File: src/rtl/core/itrd_pkg.sv
// ---------------------------------------------------------------------------
// itrd_pkg: shared types and constants for integer to radix digits
// Widths, division step sizing, job word format, character codes.
// ---------------------------------------------------------------------------
package itrd_pkg;

    // value width and derived sizes
    localparam int VALUE_BITS  = 32;
    localparam int RADIX_BITS  = 8;
    localparam int DIGIT_BITS  = 6;
    localparam int CHAR_BITS   = 7;

    // restoring division: quotient bits resolved per cycle
    localparam int STEP_BITS   = 8;
    localparam int DIV_CYCLES  = (VALUE_BITS + STEP_BITS - 1) / STEP_BITS;
    localparam int PAD_BITS    = DIV_CYCLES * STEP_BITS;
    localparam int DCYC_BITS   = (DIV_CYCLES > 1) ? $clog2(DIV_CYCLES) : 1;

    // digit store sizing
    localparam int IDX_BITS    = $clog2(VALUE_BITS);
    localparam int CNT_BITS    = $clog2(VALUE_BITS + 1);

    // job queue, depth must be a power of two
    localparam int QUEUE_DEPTH = 2;
    localparam int QPTR_BITS   = (QUEUE_DEPTH > 1) ? $clog2(QUEUE_DEPTH) : 1;
    localparam int QCNT_BITS   = $clog2(QUEUE_DEPTH + 1);

    localparam logic [RADIX_BITS-1:0] RADIX_MIN  = RADIX_BITS'(2);
    localparam logic [RADIX_BITS-1:0] RADIX_MAX  = RADIX_BITS'(36);

    localparam logic [CHAR_BITS-1:0]  CHAR_MINUS = CHAR_BITS'(8'h2D);
    localparam logic [CHAR_BITS-1:0]  CHAR_NONE  = '0;
    localparam logic [CHAR_BITS-1:0]  CHAR_ZERO  = CHAR_BITS'(8'h30);
    localparam logic [CHAR_BITS-1:0]  CHAR_ALPHA = CHAR_BITS'(8'h41);

    // one classified conversion job
    typedef struct packed {
        logic                  bad;    // radix out of range
        logic                  neg;    // value was negative
        logic [DIGIT_BITS-1:0] radix;
        logic [VALUE_BITS-1:0] mag;    // magnitude, unsigned
    } t_job;

    // digit value to ascii, 0-9 then A-Z
    function automatic logic [CHAR_BITS-1:0] digit_char(input logic [DIGIT_BITS-1:0] d);
        logic [CHAR_BITS-1:0] dx;
        dx = CHAR_BITS'(d);
        if (d < DIGIT_BITS'(10)) begin
            return CHAR_ZERO + dx;
        end else begin
            return CHAR_ALPHA + dx - CHAR_BITS'(10);
        end
    endfunction

endpackage

File: src/rtl/core/integer_to_radix_digits_top.sv
// ---------------------------------------------------------------------------
// integer_to_radix_digits_top: signed integer to ascii digits, radix 2..36
// Front classifier, job queue, divider and emitter back end.
// ---------------------------------------------------------------------------
// usage
// - input channel: i_in_valid / o_in_stall carry one word of i_value
//   (signed, two's complement) and i_radix; accepted when valid and not stall
// - output channel: o_out_valid / i_out_stall carry one character per word,
//   most significant first; o_is_last marks the final one
// - negative values lead with '-', then the digits of the magnitude
// - a radix outside 2..36 gives a single word with o_is_empty and o_is_last
// - per value: the job is popped, the digits are found by division (8
//   quotient bits per cycle through one shared restoring divider), the sign
//   is sent when negative, then each digit is read out of the digit store
//   (registered read) and sent
// - a two-entry job queue lets the front take new words while the back works
// - a stalled receiver holds the output word; the emitter waits, the queue
//   fills, then o_in_stall rises
// - reset (i_rst_n low, synchronous) empties the queue and output register
// ---------------------------------------------------------------------------
module integer_to_radix_digits_top
    import itrd_pkg::*;
(
    input  logic                  i_clk,
    input  logic                  i_rst_n,
    input  logic                  i_in_valid,
    output logic                  o_in_stall,
    input  logic [VALUE_BITS-1:0] i_value,
    input  logic [RADIX_BITS-1:0] i_radix,
    output logic                  o_out_valid,
    input  logic                  i_out_stall,
    output logic [CHAR_BITS-1:0]  o_character,
    output logic                  o_is_last,
    output logic                  o_is_empty
);

    // front to queue
    logic push;
    logic full;
    t_job push_job;

    // queue to back
    logic pop;
    logic job_valid;
    t_job job;

    itrd_front u_front (
        .i_clk      (i_clk),
        .i_rst_n    (i_rst_n),
        .i_in_valid (i_in_valid),
        .o_in_stall (o_in_stall),
        .i_value    (i_value),
        .i_radix    (i_radix),
        .i_full     (full),
        .o_push     (push),
        .o_job      (push_job)
    );

    itrd_queue u_queue (
        .i_clk   (i_clk),
        .i_rst_n (i_rst_n),
        .i_push  (push),
        .i_job   (push_job),
        .o_full  (full),
        .i_pop   (pop),
        .o_valid (job_valid),
        .o_job   (job)
    );

    itrd_back u_back (
        .i_clk       (i_clk),
        .i_rst_n     (i_rst_n),
        .i_job_valid (job_valid),
        .i_job       (job),
        .o_pop       (pop),
        .o_out_valid (o_out_valid),
        .i_out_stall (i_out_stall),
        .o_character (o_character),
        .o_is_last   (o_is_last),
        .o_is_empty  (o_is_empty)
    );

endmodule

File: src/rtl/core/itrd_front.sv
// ---------------------------------------------------------------------------
// itrd_front: input acceptance and classification
// Checks the radix, takes sign and magnitude, pushes one job word.
// ---------------------------------------------------------------------------
module itrd_front
    import itrd_pkg::*;
(
    input  logic                  i_clk,
    input  logic                  i_rst_n,
    input  logic                  i_in_valid,
    output logic                  o_in_stall,
    input  logic [VALUE_BITS-1:0] i_value,
    input  logic [RADIX_BITS-1:0] i_radix,
    input  logic                  i_full,
    output logic                  o_push,
    output t_job                  o_job
);

    always_comb begin
        o_job.bad   = (i_radix < RADIX_MIN) || (i_radix > RADIX_MAX);
        o_job.neg   = i_value[VALUE_BITS-1];
        o_job.radix = i_radix[DIGIT_BITS-1:0];
        o_job.mag   = o_job.neg ? (~i_value + VALUE_BITS'(1)) : i_value;
    end

    assign o_in_stall = i_full;
    assign o_push     = i_in_valid && !i_full;

    // magnitude of the most negative value keeps only the top bit
    a_min_mag: assert property (@(posedge i_clk) disable iff (!i_rst_n)
        (o_push && i_value == {1'b1, {(VALUE_BITS-1){1'b0}}})
        |-> (o_job.mag == {1'b1, {(VALUE_BITS-1){1'b0}}}))
        else $error("most negative magnitude wrong");

    // a valid radix always fits the narrowed field
    a_radix_fit: assert property (@(posedge i_clk) disable iff (!i_rst_n)
        (o_push && !o_job.bad) |-> (RADIX_BITS'(o_job.radix) == i_radix))
        else $error("radix narrowed wrongly");

    // no push while the queue is full
    a_no_overrun: assert property (@(posedge i_clk) disable iff (!i_rst_n)
        i_full |-> !o_push)
        else $error("push into full queue");

endmodule

File: src/rtl/core/itrd_queue.sv
// ---------------------------------------------------------------------------
// itrd_queue: short job queue between front and back
// Small register fifo, lets each side stall on its own.
// ---------------------------------------------------------------------------
module itrd_queue
    import itrd_pkg::*;
(
    input  logic i_clk,
    input  logic i_rst_n,
    input  logic i_push,
    input  t_job i_job,
    output logic o_full,
    input  logic i_pop,
    output logic o_valid,
    output t_job o_job
);

    t_job                 r_mem [QUEUE_DEPTH];
    logic [QPTR_BITS-1:0] r_wr_ptr;
    logic [QPTR_BITS-1:0] r_rd_ptr;
    logic [QCNT_BITS-1:0] r_cnt;
    logic [QCNT_BITS-1:0] n_cnt;
    logic                 do_push;
    logic                 do_pop;

    assign o_full  = (r_cnt == QCNT_BITS'(QUEUE_DEPTH));
    assign o_valid = (r_cnt != '0);
    assign o_job   = r_mem[r_rd_ptr];
    assign do_push = i_push && !o_full;
    assign do_pop  = i_pop && o_valid;

    always_comb begin
        n_cnt = r_cnt;
        if (do_push && !do_pop) begin
            n_cnt = r_cnt + QCNT_BITS'(1);
        end else if (do_pop && !do_push) begin
            n_cnt = r_cnt - QCNT_BITS'(1);
        end
    end

    always_ff @(posedge i_clk) begin
        if (!i_rst_n) begin
            r_wr_ptr <= '0;
            r_rd_ptr <= '0;
            r_cnt    <= '0;
        end else begin
            r_cnt <= n_cnt;
            if (do_push) begin
                r_wr_ptr <= r_wr_ptr + QPTR_BITS'(1);
            end
            if (do_pop) begin
                r_rd_ptr <= r_rd_ptr + QPTR_BITS'(1);
            end
        end
    end

    always_ff @(posedge i_clk) begin
        if (do_push) begin
            r_mem[r_wr_ptr] <= i_job;
        end
    end

endmodule

File: src/rtl/core/itrd_back.sv
// ---------------------------------------------------------------------------
// itrd_back: digit extraction and character emission
// Shared restoring divider, digit store, emission sequencer, output word.
// ---------------------------------------------------------------------------
module itrd_back
    import itrd_pkg::*;
(
    input  logic                 i_clk,
    input  logic                 i_rst_n,
    input  logic                 i_job_valid,
    input  t_job                 i_job,
    output logic                 o_pop,
    output logic                 o_out_valid,
    input  logic                 i_out_stall,
    output logic [CHAR_BITS-1:0] o_character,
    output logic                 o_is_last,
    output logic                 o_is_empty
);

    typedef enum logic [5:0] {
        S_IDLE  = 6'b000001,
        S_DIV   = 6'b000010,
        S_SIGN  = 6'b000100,
        S_RD    = 6'b001000,
        S_OUT   = 6'b010000,
        S_EMPTY = 6'b100000
    } t_state;

    t_state                r_state, n_state;
    logic [PAD_BITS-1:0]   r_quo, n_quo;
    logic [DIGIT_BITS-1:0] r_rem, n_rem;
    logic [DIGIT_BITS-1:0] r_radix, n_radix;
    logic [DCYC_BITS-1:0]  r_cyc, n_cyc;
    logic [CNT_BITS-1:0]   r_cnt, n_cnt;
    logic                  r_neg, n_neg;
    logic [IDX_BITS-1:0]   r_idx, n_idx;

    logic [DIGIT_BITS-1:0] r_store [VALUE_BITS];
    logic [DIGIT_BITS-1:0] r_rd_data;
    logic                  st_wr;

    logic [DIGIT_BITS-1:0] step_rem;
    logic [STEP_BITS-1:0]  step_q;
    logic [PAD_BITS-1:0]   step_quo;
    logic                  last_cyc;

    logic                  r_out_valid;
    logic [CHAR_BITS-1:0]  r_out_char;
    logic                  r_out_last;
    logic                  r_out_empty;
    logic                  slot_free;
    logic                  ld;
    logic [CHAR_BITS-1:0]  ld_char;
    logic                  ld_last;
    logic                  ld_empty;

    // STEP_BITS restoring steps on the remainder
    always_comb begin
        logic [DIGIT_BITS:0] trial;
        step_rem = r_rem;
        step_q   = '0;
        for (int k = 0; k < STEP_BITS; k++) begin
            trial = {step_rem, r_quo[PAD_BITS-1-k]};
            if (trial >= {1'b0, r_radix}) begin
                step_rem = DIGIT_BITS'(trial - {1'b0, r_radix});
                step_q[STEP_BITS-1-k] = 1'b1;
            end else begin
                step_rem = trial[DIGIT_BITS-1:0];
            end
        end
        step_quo = (r_quo << STEP_BITS) | PAD_BITS'(step_q);
    end

    assign last_cyc  = (r_cyc == DCYC_BITS'(DIV_CYCLES - 1));
    assign slot_free = !r_out_valid || !i_out_stall;
    assign o_pop     = (r_state == S_IDLE) && i_job_valid;
    assign st_wr     = (r_state == S_DIV) && last_cyc;

    always_comb begin
        n_state  = r_state;
        n_quo    = r_quo;
        n_rem    = r_rem;
        n_radix  = r_radix;
        n_cyc    = r_cyc;
        n_cnt    = r_cnt;
        n_neg    = r_neg;
        n_idx    = r_idx;
        ld       = 1'b0;
        ld_char  = CHAR_NONE;
        ld_last  = 1'b0;
        ld_empty = 1'b0;
        unique case (r_state)
            S_IDLE: begin
                if (i_job_valid) begin
                    n_cnt = '0;
                    n_rem = '0;
                    n_cyc = '0;
                    if (i_job.bad) begin
                        n_neg   = 1'b0;
                        n_state = S_EMPTY;
                    end else begin
                        n_neg   = i_job.neg;
                        n_radix = i_job.radix;
                        n_quo   = PAD_BITS'(i_job.mag);
                        n_state = S_DIV;
                    end
                end
            end
            S_DIV: begin
                n_quo = step_quo;
                n_rem = step_rem;
                n_cyc = r_cyc + DCYC_BITS'(1);
                if (last_cyc) begin
                    n_rem = '0;
                    n_cyc = '0;
                    n_cnt = r_cnt + CNT_BITS'(1);
                    if (step_quo == '0) begin
                        n_idx   = r_cnt[IDX_BITS-1:0];
                        n_state = r_neg ? S_SIGN : S_RD;
                    end
                end
            end
            S_SIGN: begin
                if (slot_free) begin
                    ld      = 1'b1;
                    ld_char = CHAR_MINUS;
                    n_state = S_RD;
                end
            end
            S_RD: begin
                n_state = S_OUT;
            end
            S_OUT: begin
                if (slot_free) begin
                    ld      = 1'b1;
                    ld_char = digit_char(r_rd_data);
                    ld_last = (r_idx == '0);
                    if (r_idx == '0) begin
                        n_state = S_IDLE;
                    end else begin
                        n_idx   = r_idx - IDX_BITS'(1);
                        n_state = S_RD;
                    end
                end
            end
            S_EMPTY: begin
                if (slot_free) begin
                    ld       = 1'b1;
                    ld_last  = 1'b1;
                    ld_empty = 1'b1;
                    n_state  = S_IDLE;
                end
            end
            default: n_state = S_IDLE;
        endcase
    end

    always_ff @(posedge i_clk) begin
        if (!i_rst_n) begin
            r_state     <= S_IDLE;
            r_cnt       <= '0;
            r_neg       <= 1'b0;
            r_cyc       <= '0;
            r_out_valid <= 1'b0;
        end else begin
            r_state <= n_state;
            r_cnt   <= n_cnt;
            r_neg   <= n_neg;
            r_cyc   <= n_cyc;
            if (ld) begin
                r_out_valid <= 1'b1;
            end else if (!i_out_stall) begin
                r_out_valid <= 1'b0;
            end
        end
    end

    always_ff @(posedge i_clk) begin
        r_quo   <= n_quo;
        r_rem   <= n_rem;
        r_radix <= n_radix;
        r_idx   <= n_idx;
        if (ld) begin
            r_out_char  <= ld_char;
            r_out_last  <= ld_last;
            r_out_empty <= ld_empty;
        end
    end

    // digit store, least significant digit first
    always_ff @(posedge i_clk) begin
        if (st_wr) begin
            r_store[r_cnt[IDX_BITS-1:0]] <= step_rem;
        end
        r_rd_data <= r_store[r_idx];
    end

    assign o_out_valid = r_out_valid;
    assign o_character = r_out_char;
    assign o_is_last   = r_out_last;
    assign o_is_empty  = r_out_empty;

    // remainder stays below the radix while dividing
    a_rem_range: assert property (@(posedge i_clk) disable iff (!i_rst_n)
        (r_state == S_DIV) |-> (r_rem < r_radix))
        else $error("remainder not below radix");

    // no digit written past the store
    a_store_range: assert property (@(posedge i_clk) disable iff (!i_rst_n)
        st_wr |-> (r_cnt < CNT_BITS'(VALUE_BITS)))
        else $error("digit store overflow");

    // emission index stays within the digits found
    a_idx_range: assert property (@(posedge i_clk) disable iff (!i_rst_n)
        (r_state == S_RD || r_state == S_OUT) |-> (CNT_BITS'(r_idx) < r_cnt))
        else $error("emission index out of range");

    // an empty word is always the last of its string
    a_empty_last: assert property (@(posedge i_clk) disable iff (!i_rst_n)
        (r_out_valid && r_out_empty) |-> r_out_last)
        else $error("empty word not marked last");

endmodule
File: config.mk
export PLATFORM = sky130hd
export DESIGN_NAME = integer_to_radix_digits_top
export DESIGN_NICKNAME = d
export VERILOG_FILES = /design/src/rtl/core/itrd_pkg.sv /design/src/rtl/core/integer_to_radix_digits_top.sv /design/src/rtl/core/itrd_front.sv /design/src/rtl/core/itrd_queue.sv /design/src/rtl/core/itrd_back.sv
export SDC_FILE = /design/constraint.sdc
export NUM_CORES = 1
export LEC_CHECK = 0
export ABC_CLOCK_PERIOD_IN_PS = 20500
export BUFFER_PORTS_ARGS = -buffer_cell sky130_fd_sc_hd__buf_2
export CAP_MARGIN = 30
export CORE_MARGIN = 2
export CORE_UTILIZATION = 45
export CTS_BUF_LIST = sky130_fd_sc_hd__clkbuf_8
export CTS_CLUSTER_DIAMETER = 50
export CTS_CLUSTER_SIZE = 24
export DETAILED_ROUTE_END_ITERATION = 8
export GPL_TIMING_DRIVEN = 0
export SYNTH_ARGS = -nofsm -noshare
export SYNTH_HDL_FRONTEND = slang
export SYNTH_SLANG_ARGS = --single-unit
File: constraint.sdc
create_clock -name i_clk -period 20.5 [get_ports i_clk]
set_input_delay 3.075 -clock i_clk [delete_from_list [all_inputs] [get_ports i_clk]]
set_output_delay 3.075 -clock i_clk [all_outputs]
set_load 0.01 [all_outputs]
## After elaboration in Yosys (flattened, before gate mapping)

Memory sizes are Yosys's and may differ from the RTL's. A register that Yosys moved wholly into a read port is not among the register bits.
Cells that the tools add are included.

- Reduce and logical (&&, ||, !) cells: 28
- Multiplexer cells: 62
- Bitwise logic cells: 3
- Add/sub/neg operators: 19
- Equal/unequal tests: 17
- $lt $le $gt $ge: 11

Operators by type and width:

| kind | number |
|---|---|
| $mux W6 | 19 |
| $mux W32 | 3 |
| $pmux W32 S2 | 1 |
| $ge A7 B6 Y1 | 8 |
| $sub A6 B6 Y6 | 8 |
| $pmux W6 S6 | 1 |
| $add A32 B1 Y32 const B | 1 |
| $logic_not A32 Y1 | 1 |
| $not A32 Y32 | 1 |
| $or A32 B8 Y32 | 1 |
| $pmux W6 S2 | 2 |
| $mux W1 | 20 |
| $mux W5 | 4 |
| $mux W7 | 2 |
| $pmux W7 S2 | 1 |
| $ne A2 B1 Y1 const B | 6 |
| $pmux W5 S2 | 1 |
| $reduce_and A3 Y1 | 3 |
| $gt A8 B6 Y1 const B | 1 |
| $lt A8 B2 Y1 const B | 1 |
| $mux W2 | 4 |
| $mux W4 | 2 |
| $reduce_bool A2 Y1 | 4 |
| $add A6 B6 Y7 const A | 1 |
| other kinds (27) | 44 |

- Logic and storage cells: 157
- RAM bits: 272
- Memories kept: 2
- Bits of input ports: 44
- Flip-flop bits (word level): 78
- Output and inout bits: 11

Memories:

| memory | depth | bits a word | rd ports | clocked after Yosys merged registers in | wr ports | line | text |
|---|---|---|---|---|---|---|---|
| u_back.r_store | 32 | 6 | 1 | 1 | 1 | itrd_back.sv:38 | `logic [DIGIT_BITS-1:0] r_store [VALUE_BITS];` |
| u_queue.r_mem | 2 | 40 | 1 | 1 | 1 | itrd_queue.sv:18 | `t_job r_mem [QUEUE_DEPTH];` |

## Longest topological paths before layout

Gate-level depths: netlist of run 1.

- Depth in word-level cells: 21
- Mapped depth: 82
- Gate-level depth less buffers: 78

## Cells and area by module

A second synthesis of run 1 with hierarchy kept.

- Cell total of the unflattened synthesis: 1260
- Area total of the unflattened synthesis: 17590.6 µm²

Modules (own cells, without submodules):

| module | area each (µm²) | seq. area each (µm²) | times used | cells an instance |
|---|---|---|---|---|
| itrd_back | 13705.6 | 7927.6 | 1 | 1001 |
| itrd_queue | 3109.2 | 2502.4 | 1 | 149 |
| itrd_front | 775.7 | 0.0 | 1 | 110 |

## Least setup slack after synthesis of run 1

OpenSTA, ideal clock, no wires.

- Path type: register to register
- From: reg u_back.r_radix[1]
- To: mem u_back.r_store[0][0], data pin
- Data required time: 20.123 ns
- Data arrival time: 16.537 ns
- Cell stages (with the launch flop): 74
- Period minus slack after synthesis: 16.914 ns
- Path slack: 3.586 ns
- Library setup time: 0.377 ns
- Buffers on the path: 3
- Cell sequence: edfxtp_1 -> inv_1 -> ha_1 -> a21oi_1 -> o21ai_1 -> a21oi_1 -> mux2_2 -> inv_1 -> ha_1 -> nor2b_1 -> o21a_1 -> o31a_1 -> a2111o_1 -> buf_2 -> mux2_2 -> inv_1 -> ha_1 -> nor2b_1 -> [38 not listed] -> a21boi_0 -> o21ai_0 -> o211ai_1 -> a21oi_1 -> o21ai_0 -> a311o_2 -> o21a_2 -> a21oi_1 -> ha_1 -> nor2b_1 -> o21ai_0 -> a21boi_0 -> o21ai_0 -> a21boi_0 -> a311o_1 -> a211o_1 -> buf_6 -> a21oi_1

- Word-level cells in the longest chain between the ends: 16
- Elaborated cells between the ends (all ways): 23
- Classes of those cells: add/sub (7); order compare (8); mux (8)

RTL lines:

| item | line | text |
|---|---|---|
| start: declaration | itrd_back.sv:32 | `logic [DIGIT_BITS-1:0] r_radix, n_radix;` |
| start signal: assignment | itrd_back.sv:181 | `r_radix <= n_radix;` |
| $sub A6 B6 Y6 / $ge A7 B6 Y1 (equally long branches) | itrd_back.sv:65, itrd_back.sv:64 |  |
| $mux W6 | itrd_back.sv:64 | `if (trial >= {1'b0, r_radix}) begin` |
| $sub A6 B6 Y6 / $ge A7 B6 Y1 (equally long branches) | itrd_back.sv:65, itrd_back.sv:64 |  |
| $mux W6 | itrd_back.sv:64 |  |
| $sub A6 B6 Y6 / $ge A7 B6 Y1 (equally long branches) | itrd_back.sv:65, itrd_back.sv:64 |  |
| $mux W6 | itrd_back.sv:64 |  |
| $sub A6 B6 Y6 / $ge A7 B6 Y1 (equally long branches) | itrd_back.sv:65, itrd_back.sv:64 |  |
| $mux W6 | itrd_back.sv:64 |  |
| $sub A6 B6 Y6 / $ge A7 B6 Y1 (equally long branches) | itrd_back.sv:65, itrd_back.sv:64 |  |
| $mux W6 | itrd_back.sv:64 |  |
| $ge A7 B6 Y1 / $sub A6 B6 Y6 (equally long branches) | itrd_back.sv:64, itrd_back.sv:65 |  |
| $mux W6 | itrd_back.sv:64 |  |
| $sub A6 B6 Y6 / $ge A7 B6 Y1 (equally long branches) | itrd_back.sv:65, itrd_back.sv:64 |  |
| $mux W6 | itrd_back.sv:64 |  |
| $ge A7 B6 Y1 (*) | itrd_back.sv:64 |  |
| $mux W6 (*) | itrd_back.sv:64 |  |
| named net u_back.step_rem[0] | itrd_back.sv:42 | `logic [DIGIT_BITS-1:0] step_rem;` |
| end: declaration | itrd_back.sv:38 |  |

Mark *: on every way through the listed nets, which the timed path passes. The rest lies on a longest branch.

## Final worst setup path of run 1

- From: reg u_back.r_radix[4]
- To: reg u_back.r_state[2]

- Word-level cells in the longest chain between the ends: 20
- Elaborated cells between the ends (all ways): 34
- Classes of those cells: add/sub (7); order compare (8); eq/ne (1); mux (15); bitwise (1); reduce/logical (2)

RTL lines:

| item | line | text |
|---|---|---|
| $sub A6 B6 Y6 / $ge A7 B6 Y1 (equally long branches) | itrd_back.sv:65, itrd_back.sv:64 |  |
| $mux W6 | itrd_back.sv:64 |  |
| $sub A6 B6 Y6 / $ge A7 B6 Y1 (equally long branches) | itrd_back.sv:65, itrd_back.sv:64 |  |
| $mux W6 | itrd_back.sv:64 |  |
| $ge A7 B6 Y1 / $sub A6 B6 Y6 (equally long branches) | itrd_back.sv:64, itrd_back.sv:65 |  |
| $mux W6 | itrd_back.sv:64 |  |
| $sub A6 B6 Y6 / $ge A7 B6 Y1 (equally long branches) | itrd_back.sv:65, itrd_back.sv:64 |  |
| $mux W6 | itrd_back.sv:64 |  |
| [4 not listed] | -- |  |
| $sub A6 B6 Y6 / $ge A7 B6 Y1 (equally long branches) | itrd_back.sv:65, itrd_back.sv:64 |  |
| $mux W6 | itrd_back.sv:64 |  |
| $ge A7 B6 Y1 | itrd_back.sv:64 |  |
| $mux W1 | itrd_back.sv:64 |  |
| $or A32 B8 Y32 (*) | itrd_back.sv:71 | `step_quo = (r_quo << STEP_BITS) \| PAD_BITS'(step_q);` |
| $logic_not A32 Y1 (*) | itrd_back.sv:117 | `if (step_quo == '0) begin` |
| $ne A2 B2 Y1 (no source line) (*) | -- |  |
| $reduce_and A6 Y1 (no source line) (*) | -- |  |
| end signal: assignment | itrd_back.sv:166 | `r_state <= n_state;` |
| end: declaration | itrd_back.sv:29 | `t_state r_state, n_state;` |

Mark *: on every way between the ends. The rest lies on a longest branch, timed or not.
A chain may end at the register's enable or synchronous reset.

==> results of run 1 <==
-- state kept, by name, indices dropped and copies added (netlist names), named ones only --
signal / flops
u_back.o_is_empty: 1
u_back.r_quo: 32
u_back.r_store: 192
u_queue.r_cnt: 2
u_back.r_cnt: 5
u_queue.r_mem: 80
u_back.r_idx: 5
u_queue.r_rd_ptr: 1
u_back.r_cyc: 2
u_back.o_character: 7
u_back.o_out_valid: 1
u_back.r_rem: 6
u_back.r_rd_data: 6
u_back.o_is_last: 1
u_queue.r_wr_ptr: 1
u_back.r_neg: 1
u_back.r_radix: 6
u_back.r_state: 6
-- cell type report --
cell class / instances / area [um2]
plain buffers: 53 / 214
inverters: 60 / 240
fillers: 3449 / 19100
repair buffers: 77 / 505
well taps: 518 / 648
clock inverters: 26 / 253
flip-flops and latches: 356 / 10400
clock buffers: 31 / 427
multi-input cells: 946 / 6960
-- worst max-delay path: cells and delay by family, from the launching register on --
kind | cells | cell delay (ns)
AOI/OAI and AO/OA | 49 | 10.81
adders and majority gates | 8 | 2.62
buffers and inverters | 8 | 1.48
DFF | 1 | 0.39
muxes | 3 | 0.91
and+or+nand+nor | 10 | 2.61
-- metrics by stage --
step / hold slack (ns) / TNS, ns / cell area, um2 / utilization / worst slack, ns
2_1_floorplan: 0.452 / 0 / 17700 / - / 3.59
3_3_place_gp: 0.459 / -47.91 / 18700 / 0.481 / -1.31
3_5_place_dp: 0.472 / -3.44 / 18800 / 0.485 / -0.356
4_1_cts: 0.485 / 0 / 19500 / 0.502 / 0.0111
5_1_grt: 0.503 / 0 / 19700 / 0.508 / 0.0258
6_report: 0.483 / 0 / 19700 / 0.508 / 1.57
-- path summary, 6_finish.rpt --
kind                                     start                        endpoint  slack, ns  cells past startpoint
setup / recovery   u_back.r_radix[4]$_DFFE_PP_  u_back.r_state[2]$_SDFFE_PN0P_       1.57                     78
hold / removal    u_back.r_cyc[1]$_SDFFE_PN0P_    u_back.r_cyc[1]$_SDFFE_PN0P_       0.48                      2
setup reg to reg   u_back.r_radix[4]$_DFFE_PP_  u_back.r_state[2]$_SDFFE_PN0P_       1.57                     78
hold reg to reg   u_back.r_cyc[1]$_SDFFE_PN0P_    u_back.r_cyc[1]$_SDFFE_PN0P_       0.48                      2
-- layer usage --
| metal | share of wire | track usage | wire (um) | up-vias |
|---|---|---|---|---|
| met5 | 0 | 0 | 0 | - |
| met4 | 0.020 | 0.0477 | 847 | 0 |
| met3 | 0.049 | 0.0244 | 2040 | 52 |
| met2 | 0.46 | 0.330 | 19300 | 306 |
| met1 | 0.47 | 0.290 | 19300 | 5739 |
| li1 | - | - | - | 5566 |
-- cell usage after synthesis (5+ instances only) --
master,number,area (um2)
buf_1,8,30.0
o21a_1,11,82.6
ha_1,58,726
nand2b_1,14,87.6
nor3_1,16,80.1
o211ai_1,9,67.6
and2_1,7,43.8
o21ai_0,97,485
nor4_1,9,56.3
mux2_2,13,146
a21oi_1,59,295
o221ai_1,12,105
fa_1,8,160
nor2b_1,20,125
inv_1,58,218
nand3_1,16,80.1
clkbuf_1,39,146
o21ai_1,8,40.0
xor2_1,13,114
xnor2_1,45,394
or3_1,16,100
or2_2,9,56.3
edfxtp_1,330,9910
o31ai_1,15,113
dfxtp_1,26,521
a21boi_0,6,45.0
mux2i_1,87,871
nand2_1,112,420
a31oi_1,9,56.3
nor2_1,135,507
mux4_2,24,541
nand4_1,6,37.5
a2111o_1,5,56.3
o41ai_1,6,52.6
o22ai_1,14,87.6
buf_2,5,25.0
-- cells by family (layout without fill, tap and decap cells) --
logic type | after synthesis | after routing
DFF | 356 | 356
muxes | 128 | 128
AOI/OAI and AO/OA | 309 | 309
adders and majority gates | 66 | 66
xor gates and xnor gates | 58 | 58
and+or+nand+nor | 385 | 385
buffers and inverters | 113 | 247
-- timing repair --
action / in CTS / in global routing
resized for setup: 2 / 17
setup endpoints to repair: 55 / 209
setup buffers: 0 / 19
pin swaps: 0 / 3
==> metrics.cfg, run 1 <==
[status]
status = completed

[worst_hold_path]
holdCritPathClass = flip-flop to flip-flop

[clock_tree]
numCtsBuffers = 31
cts_root_buf = clkbuf_8
clock_path_buffers = 3
clkTransAtPathRegs_ns = 0.10
clkLatencyLatePin_ns = 0.63
hold_buffers = 0
cts.sinks = 356
cts-htree-levels = 1
cts_tree = done

[synthesis]
yosysUniqueCellTypes = 83
synth_compound_area_frac = 0.116
synthSimpleGateAreaFrac = 0.102
syn_avg_cell_area_um2 = 12.5
yosysWarnings = 0
synth_fa_ha_area_frac = 0.0499
synth_top_family_by_area = compound AO/OA/AOI/OAI gates
synth_enable_flop_cells = 330
synth_cells = 1415
synthFlopType = edfxtp_1
ys_async_sr_fraction = 0
ys_seq_area_frac = 0.588
synth_xor_area_frac = 0.0286
synth_area_um2 = 17700
syn_nets = 1525
synth_mux_area_frac = 0.0912
synth_seq_cells = 356

[timing]
slew_viol_final = 0
grt_setup_unrepaired = no
finalSetupViolCount = 0
relSlewSlack = 0.398
min_period_over_period = 0.923
min_period_ns = 18.93
hold_violations = 0
tightest_slew_ns = 0.903
fin_skew_ns = 0.0249
max_freq_mhz = 52.8

[setup_path]
slowest_delay_ns = 0.53
worstSetupPathType = flip-flop to flip-flop
startpoint_type = flip-flop
worstPathRequired_ns = 21.05
cp-end-kind = flip-flop
critPathMaxFanout = 10
crit_slowest_cell = or4_1
critPathArrivalTime_ns = 19.47

[place]
place_inst = 1991
place_hpwl_mm = 30.0
gp_congestion = 0.890
buffer_ports.inserted = 53

[global_route]
grt_max_degree = 36
track_usage = 0.202
grt_pass1_vias = 11400
antenna_found_initial = 0
gr-total-overflow = 0
grt_pass1_wl_mm = 64.2

[floorplanning]
row_count = 72
die_area_um2 = 41000
io_pins = 55
die_y_um = 203
fp.dieW_um = 203
start_util = 0.458
coreArea_um2 = 38700

[routing]
drt_iter0_drc = 1007
dr.pass1.iters = 5
wl_mm = 41.5
post_drt_via_cell_ratio = 5.64
wl_per_cell_um = 20.1
vias = 11700
drcViolationCount = 0
ant_nets = 0

[layout]
area_growth_pct = 10.9
layout_commonest_cell = edfxtp_1
nNetsFinal = 1635
antenna_cells = 0
layout_common_cells = 330 x edfxtp_1, 133 x nor2_1, 112 x nand2_1
stdcell_count = 2067
drive_above_1_share = 0.148

[job]
cap_violations = 0

Power of run 1 is left out: the tool's default activity adds up to more than one toggle a clock period on the data nets, which glitch-free logic cannot reach.
==> run 2, diff against run 1 <==
--- a/config.mk
+++ b/config.mk
@@ -15,6 +15,7 @@
 export CTS_CLUSTER_SIZE = 24
 export DETAILED_ROUTE_END_ITERATION = 8
 export GPL_TIMING_DRIVEN = 0
+export MAX_ROUTING_LAYER = met4
 export SYNTH_ARGS = -nofsm -noshare
 export SYNTH_HDL_FRONTEND = slang
 export SYNTH_SLANG_ARGS = --single-unit
==> metrics.cfg, run 2 (synthesized netlist as in run 1, its figures left out) <==
[global_route]
grt_pass1_vias = 11300
grt_pass1_wl_mm = 63.7
antenna_found_initial = 0
track_usage = 0.205
gr-total-overflow = 0
grt_max_degree = 35

[floorplanning]
row_count = 72
start_util = 0.458
coreArea_um2 = 38700
die_area_um2 = 41000
fp.dieW_um = 203
io_pins = 55
die_y_um = 203

[timing]
relSlewSlack = 0.356
fin_skew_ns = 0.0171
finalSetupViolCount = 0
tightest_slew_ns = 0.964
slew_viol_final = 0
max_freq_mhz = 52.8
hold_violations = 0
min_period_over_period = 0.924
min_period_ns = 18.95

[setup_path]
crit_top_cell = a21oi_1
crit_start = u_back.r_radix[5]$_DFFE_PP_
worstPathRequired_ns = 21.05
r2r_start = u_back.r_radix[5]$_DFFE_PP_
startpoint_type = flip-flop
slowest_delay_ns = 0.54
crit_slowest_cell = or4_1
critPathMaxFanout = 10
critPathArrivalTime_ns = 19.50
cp-end-kind = flip-flop
worstSetupPathType = flip-flop to flip-flop

[routing]
drcViolationCount = 0
drt_iter0_drc = 875
vias = 11600
dr.pass1.iters = 6
wl_per_cell_um = 19.8
ant_nets = 0
post_drt_via_cell_ratio = 5.62
wl_mm = 40.8

[layout]
area_growth_pct = 10.9
largest_reg_flops = 192
antenna_cells = 0
layout_common_cells = 330 x edfxtp_1, 133 x nor2_1, 112 x nand2_1
final_util = 0.508
layout_commonest_cell = edfxtp_1
drive_above_1_share = 0.145
nNetsFinal = 1630

[clock_tree]
clock_path_buffers = 3
cts_root_buf = clkbuf_8
cts_tree = done
cts-htree-levels = 1
clkLatencyLatePin_ns = 0.62
numCtsBuffers = 31
clkTransAtPathRegs_ns = 0.10
cts.sinks = 356
hold_buffers = 0

[worst_hold_path]
worstHoldStart = u_back.r_cyc[1]$_SDFFE_PN0P_
holdCritPathClass = flip-flop to flip-flop

[job]
cap_violations = 0

[place]
gp_congestion = 0.877
place_hpwl_mm = 29.5
buffer_ports.inserted = 53

[status]
status = completed

run 2: what timing repair did:
item                       4_1_cts  5_1_grt
setup endpoints to repair       65      209
pin swaps                        0        4
gates resized for setup          2       18
buffers inserted                 0       15
run 2: metrics by stage:
step / cell area (um2) / cells / worst slack (ns) / hold WS [ns] / setup TNS [ns]
floorplan: 17700 / 1415 / 3.59 / 0.452 / 0
global placement: 18700 / 1986 / -1.58 / 0.458 / -59.39
detailed placement: 18800 / 1990 / -0.352 / 0.480 / -6.70
CTS: 19500 / 2046 / 0.109 / 0.494 / 0
global route: 19700 / 2061 / -0.00534 / 0.532 / -0.00534
finish: 19700 / 2061 / 1.55 / 0.494 / 0
run 2: final cells by class:
type                            instances  area [um2]
Fill cell                            3458       19100
Sequential cell                       356       10400
Multi-Input combinational cell        946        6980
Tap cell                              518         648
Timing Repair Buffer                   72         460
Clock buffer                           31         427
Clock inverter                         25         280
Inverter                               60         236
Buffer                                 53         214
run 2: worst max-delay path: cells and delay by family (launching register included):
kind	cells	cell delay, ns
compound gates	48	10.58
fa+ha+maj	8	2.72
buf+inv	9	1.72
flops	1	0.38
mux	3	0.89
simple gates	10	2.50
run 2: metal layers:
metal	routed length (um)	track usage	vias up
met4	790	0.0472	0
met3	2160	0.0209	53
li1	-	-	5575
met5	0	-	-
met2	18700	0.320	334
met1	19100	0.293	5625
run 2: path summary, 6_finish.rpt:
kind | cells after the start | endpoint | slack [ns]
setup / recovery | 78 | u_back.r_state[2]$_SDFFE_PN0P_ | 1.55
hold / removal | 2 | u_back.r_cyc[1]$_SDFFE_PN0P_ | 0.49
setup reg to reg | 78 | u_back.r_state[2]$_SDFFE_PN0P_ | 1.55
hold reg to reg | 2 | u_back.r_cyc[1]$_SDFFE_PN0P_ | 0.49
Power of run 2 is left out for the same reason.
==> run 3, diff against run 2 <==
--- a/config.mk
+++ b/config.mk
@@ -7,7 +7,7 @@
 export LEC_CHECK = 0
 export ABC_CLOCK_PERIOD_IN_PS = 20500
 export BUFFER_PORTS_ARGS = -buffer_cell sky130_fd_sc_hd__buf_2
-export CAP_MARGIN = 30
+export CAP_MARGIN = 10
 export CORE_MARGIN = 2
 export CORE_UTILIZATION = 45
 export CTS_BUF_LIST = sky130_fd_sc_hd__clkbuf_8
==> constraint.sdc (replaced) <==
create_clock -name i_clk -period 20.5 [get_ports i_clk]
set_input_delay 2.05 -clock i_clk [delete_from_list [all_inputs] [get_ports i_clk]]
set_output_delay 2.05 -clock i_clk [all_outputs]
set_load 0.01 [all_outputs]
==> metrics.cfg, run 3 (synthesized netlist as in run 1, its figures left out) <==
[status]
status = completed

[layout]
fillers = 3434
area_growth_pct = 11.4
antenna_cells = 0
stdcell_area_um2 = 19800
nNetsFinal = 1633
largest_reg_flops = 192
final_util = 0.510
multiInputGateArea_um2 = 6990
layout_commonest_cell = edfxtp_1
layout_common_cells = 330 x edfxtp_1, 133 x nor2_1, 111 x nand2_1
drive_above_1_share = 0.149
regArea_um2 = 10400
stdcell_count = 2065

[place]
place_inst = 1989
dpl_worst_slack_ns = -0.355
buffer_ports.inserted = 53
place_hpwl_mm = 29.4
gp_congestion = 0.877
post_dp_cell_area_um2 = 18800

[setup_path]
slowest_delay_ns = 0.53
critPathMaxFanout = 10
crit_slowest_cell = or4_1
cp-end-kind = flip-flop
crit_start = u_back.r_radix[5]$_DFFE_PP_
r2r_setup_slack_ns = 1.47
rr_worst_depth = 77
worstSetupPathType = flip-flop to flip-flop
worstPathRequired_ns = 21.04
r2r_start = u_back.r_radix[5]$_DFFE_PP_
startpoint_type = flip-flop
critPathArrivalTime_ns = 19.57
reg2reg_to = u_back.r_state[2]$_SDFFE_PN0P_

[clock_tree]
cts_tree = done
cts_root_buf = clkbuf_8
cts.sinks = 356
hold_buffers = 0
clkLatencyLatePin_ns = 0.64
cts-htree-levels = 1
clkTransAtPathRegs_ns = 0.12
clock_path_buffers = 3
numCtsBuffers = 30

[timing]
min_period_over_period = 0.928
setup_slack_ns = 1.47
fin_skew_ns = 0.0289
min_period_ns = 19.03
slew_viol_final = 0
relSlewSlack = 0.372
tightest_slew_ns = 0.939
grt_setup_unrepaired = no
finalSetupViolCount = 0
max_freq_mhz = 52.5
hold_violations = 0

[global_route]
grt_pass1_vias = 11300
antenna_found_initial = 0
track_usage = 0.205
gr-total-overflow = 0
grt_max_degree = 35
grt_pass1_wl_mm = 63.3

[routing]
drcViolationCount = 0
wl_per_cell_um = 19.9
vias = 11700
dr.pass1.iters = 6
drt_iter0_drc = 922
ant_nets = 0
wl_mm = 41.1
post_drt_via_cell_ratio = 5.65

[worst_hold_path]
min_to = u_back.r_cyc[1]$_SDFFE_PN0P_
hold_depth = 2
holdCritPathClass = flip-flop to flip-flop
worstHoldStart = u_back.r_cyc[1]$_SDFFE_PN0P_

[floorplanning]
row_count = 72
fp.dieW_um = 203
io_pins = 55
start_util = 0.458
die_area_um2 = 41000
coreArea_um2 = 38700
die_y_um = 203

[job]
cap_violations = 0

-- run 3: cell types whose count changed in the layout (fill, tap and decap cells not counted), sizes merged --
cell | before | now
clkinv | 10 | 8
clkbuf | 71 | 70
buf | 85 | 89
inv | 67 | 71
clkinvlp | 6 | 4
bufinv | 2 | 3
-- run 3: routing by layer --
layer	global-route usage	share of wire	vias up
li1	-	-	5589
met1	0.292	0.47	5660
met2	0.319	0.46	352
met3	0.0222	0.054	68
met4	0.0451	0.019	0
met5	-	0	-
-- run 3: worst max path at each step --
stage	slack, ns	to	cells past startpoint
finish	1.47	u_back.r_state[2]$_SDFFE_PN0P_	77
global route	0.05	u_back.r_state[2]$_SDFFE_PN0P_	78
CTS	0.08	u_back.r_idx[2]$_DFFE_PP_	74
detailed placement	-0.35	u_back.r_idx[2]$_DFFE_PP_	74
global placement	-1.58	u_back.r_store[26][0]$_DFFE_PP_	74
floorplan	3.59	u_back.r_store[0][0]$_DFFE_PP_	73
-- run 3: repair_timing --
item	in CTS	in global routing
buffers inserted	0	20
endpoints found under the setup margin	78	209
pin swaps	0	4
resized for setup	2	19
-- run 3: worst max-delay path: cells and delay by family (launching register included) --
family	cells	cell delay [ns]
and+or+nand+nor	10	2.50
muxes	2	0.65
buffers and inverters	8	1.54
adders and majority gates	8	2.72
AOI/OAI and AO/OA	49	11.14
DFF	1	0.40
-- run 3: area by class of cell --
class	count	area share
buffer	53	0.0108
inverter	60	0.0120
clock inverter	26	0.0177
multi-input combinational	946	0.354
tap	518	0.0328
timing repair buffer	76	0.0244
sequential	356	0.528
clock buffer	30	0.0209
-- run 3: stage by stage --
stage                     hold slack (ns)  TNS (ns)
final                               0.510         0
after global routing                0.530         0
after CTS                           0.495         0
after detailed placement            0.479    -16.27
after global placement              0.458    -59.39
after floorplan                     0.452         0
Power of run 3 is left out for the same reason.
